**src/rtl/core/mad_ram.sv**
```systemverilog
`default_nettype none
module mad_ram #(
    parameter int WIDTH = 24,
    parameter int DEPTH = 65
) (
    input  wire logic                     clk,
    input  wire logic                     we,
    input  wire logic [$clog2(DEPTH)-1:0] waddr,
    input  wire logic [WIDTH-1:0]         wdata,
    input  wire logic [$clog2(DEPTH)-1:0] raddr,
    output logic [WIDTH-1:0]              rdata
);
    logic [WIDTH-1:0] mem [DEPTH];
    always_ff @(posedge clk)
    begin
        if (we) mem[waddr] <= wdata;
        rdata <= mem[raddr];
    end
endmodule
`default_nettype wire
```
**config.mk**
```make
export PLATFORM = sky130hd
export DESIGN_NAME = mad_ram
export DESIGN_NICKNAME = d
export VERILOG_FILES = /design/src/rtl/core/mad_ram.sv
export SDC_FILE = /design/constraint.sdc
export NUM_CORES = 1
export LEC_CHECK = 0
export ABC_AREA = 1
export BUFFER_PORTS_ARGS = -buffer_cell sky130_fd_sc_hd__buf_4
export CORE_UTILIZATION = 49
export CTS_BUF_LIST = sky130_fd_sc_hd__clkbuf_4 sky130_fd_sc_hd__clkbuf_8 sky130_fd_sc_hd__clkbuf_16
export DETAILED_ROUTE_END_ITERATION = 16
export REMOVE_ABC_BUFFERS = 1
export SYNTH_ARGS = -nofsm -noshare
export SYNTH_HDL_FRONTEND = slang
export SYNTH_SLANG_ARGS = --single-unit
```
**constraint.sdc**
```tcl
create_clock -name clk -period 4.45 [get_ports clk]
set_clock_uncertainty 0.15 [all_clocks]
set_input_delay 1.335 -clock clk [delete_from_list [all_inputs] [get_ports clk]]
set_output_delay 1.335 -clock clk [all_outputs]
set_load 0.1 [all_outputs]
```
Word-level counts from Yosys, hierarchy flattened
Memory sizes are Yosys's and may differ from the RTL's. A register that Yosys moved wholly into a read port is not among the register bits.
Cells that the tools add are included.
W data, S select, Z words.
- bits in registers: 0
- latch bits: 0
- bits in writable memories: 1560
- ROM bits: 0
- input port bits: 40
- output and inout port bits: 24
- word-level logic and storage cells: 3
- memories: 1
- memories (name ; words ; bits a word ; read ports ; clocked after memory_dff ; wr ports ; RTL line ; RTL):
    mem ; 65 ; 24 ; 1 ; 1 ; 1 ; 13 ; logic [WIDTH-1:0] mem [DEPTH];
- $add $sub $neg: 0
- $mul: 0
- div/mod/pow operators: 0
- order comparisons: 0
- equal/unequal tests: 0
- shift-type cells: 0
- muxes and demuxes: 2
- bitwise operators: 0
- reduce and logical (&&, ||, !) cells: 0
- operator list (kind ; count):
    $mux W1 ; 2

Longest topological paths before layout
- depth after elaboration: 2
- depth in mapped cells: 15
- depth with buffers taken out: 11

Worst setup path before layout
No wires, ideal clock.
- path kind: input to register
- from: input port we
- to: memory mem[16][0], enable pin
- setup time: 0.405 ns
- arrival: 2.932 ns
- setup slack: 0.963 ns
- stages: 3
- buffers on the path: 1
- path through: clkbuf_1 > nand3_1 > nor2_1
- cells in the longest elaborated chain, start to end: 2
- RTL lines (element ; RTL line ; RTL):
    start: declaration ; 7 ; input wire logic we,
    $mux W1 ; 16 ; if (we) mem[waddr] <= wdata;
    $mux W1 (implied by the code) ; 16 ;
    end: declaration ; 13 ;
No other way between the ends.

==> results by group <==
Job
  • Maxcap violations: 0

Global routing
  • GRT Total Usage: 28.3%
  • Largest net degree at the start of global routing: 89
  • Number of global-route vias before repair: 39200
  • Initial antenna violation count: 3
  • First-pass GRT wire length: 271000 microns
  • Total congestion overflow: 0

Timing
  • Crit share post-route: 76.2%
  • Relative slew slack: 35.3%
  • Max-slew violation count: 0
  • Final Hold Viols: 0
  • Final Critical Period: 3390 ps
  • Setup violators final: 0
  • Fmax: 0.295 GHz
  • Fin Setup TNS: 0 ps
  • Worst setup margin: 1060 ps
  • RSZ-0062 raised after global routing: no
  • Least-Margin Pin Slew: 971 ps

Routing
  • 1st-pass router iterations: 6
  • Wire length on met1: 76000 microns
  • Met2 wire len: 86300 microns
  • DR vias: 41800
  • 1st-iter DRT viols: 5492
  • Post-Route WL: 186000 microns
  • Met3 Wirelength: 18000 microns
  • WL/cell: 25.7 microns
  • ANT nets after route: 0
  • # DRC: 0
  • Vias/cell: 5.78
  • Max layer used: met4

Hold path
  • Hold endpoint: rdata[18]
  • Worst hold stages: 2
  • Worst hold start: mem[64][18]
  • HP Class: register to register

Layout
  • Layout cells sized above 1: 11.1%
  • Fill cells: 10600
  • Area Growth Syn to Fin: 12.8%
  • Nets: 5405

Clock tree
  • Post-CTS setup buffers: 0
  • Hold Buf Count CTS: 0
  • CTS tree: built
  • Root buffer cell: clkbuf_16
  • PostCTS Resize Cnt: 0
  • Clk_lat worst skew: 780 ps
  • CTS Sinks: 1584
  • Max clock buf depth: 3
  • Num CTS Buffers: 164
  • CTS H-tree lvls: 4
  • Clock transition at the registers of the reported paths: 60 ps

Synth
  • EDFF count, synth: 1560
  • Most frequent cell after synthesis: nand2_1
  • Synthesized area per cell: 12.1 sq um
  • Flops & latches, synth: 1584
  • Syn Inst Count: 5256
  • Commonest cells post-synth: 1835 x nand2_1, 1560 x edfxtp_1, 1397 x nand3_1
  • Dominant synthesized flop cell: edfxtp_1
  • Synth area leader: edfxtp_1
  • Area contributors post-synth: edfxtp_1 74%, nand3_1 11%, nand2_1 11%
  • Post-Syn Area: 63600 sq um
  • Asr flop ratio synth: 0%
  • Yosys warnings: 0
  • Post-synthesis sequential area ratio: 74.4%
  • Unique masters post-synth: 18
  • Yosys top cell area share: 73.6%

Floorplanning
  • I/O pin count: 64
  • Initial Util: 49.7%
  • # rows: 131
  • Full die area: 131000 sq um
  • Die height: 362 microns
  • DIE WIDTH: 362 microns
  • Core ar.: 128000 sq um

Critical path
  • Arrival time of the worst setup path: 3950 ps
  • CP startpoint kind: input port
  • Crit-path max FO: 89
  • CP Capture Type: register
  • Slowest cell delay on critical path: 520 ps
  • Top cell by count, worst path: nand2_1
  • Critical Path Start: raddr[0]
  • Worst EP required: 5010 ps
  • WP buf/inv: 3
  • Crit path kind: input port to register
  • Worst-path cell chain: buf_8, inv_16, buf_4, nand2_1, nand3_1, nand3_1, nand3_1, nand2_1, nand2_1, nand3_1, nand2_1, nand2_1, nand2_1
  • Reg2Reg Setup Slack: 2600 ps
  • R2R cell count: 10
  • Top Family by Delay on Critical Path: simple AND/OR/NAND/NOR gates
  • R2R Path Start: mem[19][4]
  • Crit-path slowest cell: buf_4
  • Critical R2R Capture: rdata[4]

Power and ir drop
  • Leakage: 25.7 nW
  • Worst vdd ir: 0.000344 V
  • PD cells: 444 nW/um^2

Placed design
  • I/O Buffers: 63
  • Pre-CTS WS: 452 ps
  • GPL Wtd Cong: 0.962
  • DP HPWL: 103000 microns

Run status
  • Outcome: completed
[registers in the layout, indices dropped and copies added (netlist names)]
| register | count |
|---|---|
| mem | 1560 |
| rdata | 24 |
[cell usage in the layout, fill, tap and decap left out, types with 4 or more instances in the layout]
cell       count
edfxtp_1    1560
nor2_1         5
clkinv_8       5
diode_2        6
dfxtp_1       24
nand3_1     1397
buf_4        239
inv_1         16
nor3_1         8
clkbuf_4      51
bufinv_16      5
buf_12        41
clkinv_1      40
clkinv_2      18
nor2_2        65
clkbuf_16    170
inv_6          4
nand2_1     1835
[worst min-delay path: stages, from the launching register on]
cell      delay, ps
edfxtp_1        320
nand2_1          50
nand2_1          50
[area by class of cell]
cell class,instances,area (sq um),area share [%]
sequential,1584,47300,65.9
multi-input combinational,3311,14400,20.0
clock buffer,221,4640,6.46
timing repair buffer,283,2660,3.70
tap,1729,2160,3.01
clock inverter,74,538,0.749
inverter,21,113,0.157
antenna,6,15.0,0.0209
[cell families after synthesis]
kind of cell / count (synthesis) / share of synthesized area (%)
AND/OR/NAND/NOR: 3311 / 22.3
flip-flops: 1584 / 74.4
buffers and inverters: 361 / 3.35
[worst max-delay path by stage]
stage	slack, ps	cells past startpoint	to
floorplan	-1420	11	rdata[12]
global placement	470	13	rdata[0]
detailed placement	450	13	rdata[0]
CTS	1200	1	rdata[1]
global route	1030	13	rdata[0]
finish	1060	13	rdata[0]
[stage by stage]
stage / hold WS (ps) / utilization [%] / instance area, sq um / power [mW] / cells
CTS: 277 / 56.0 / 71800 / 32.0 / 7223
floorplan: 264 / - / 61600 / 17.8 / 4916
detailed placement: 283 / 52.0 / 66600 / 19.0 / 6928
finish: 293 / 56.0 / 71800 / 31.9 / 7229
global placement: 275 / 52.0 / 66600 / 19.0 / 6928
global route: 313 / 56.0 / 71800 / 32.8 / 7223
[metal layers]
layer,up-vias,track usage (%)
li1,18800,-
met1,20600,39.8
met2,1993,44.3
met3,336,5.78
met4,0,8.94
met5,-,0
[report_power, final]
group	total [mW]	internal, mW	switching, mW
registers	16.5	16.5	0.0479
logic	2.18	0.522	1.66
clock network	13.2	7.60	5.61
Power figures use the tool's default switching activity.
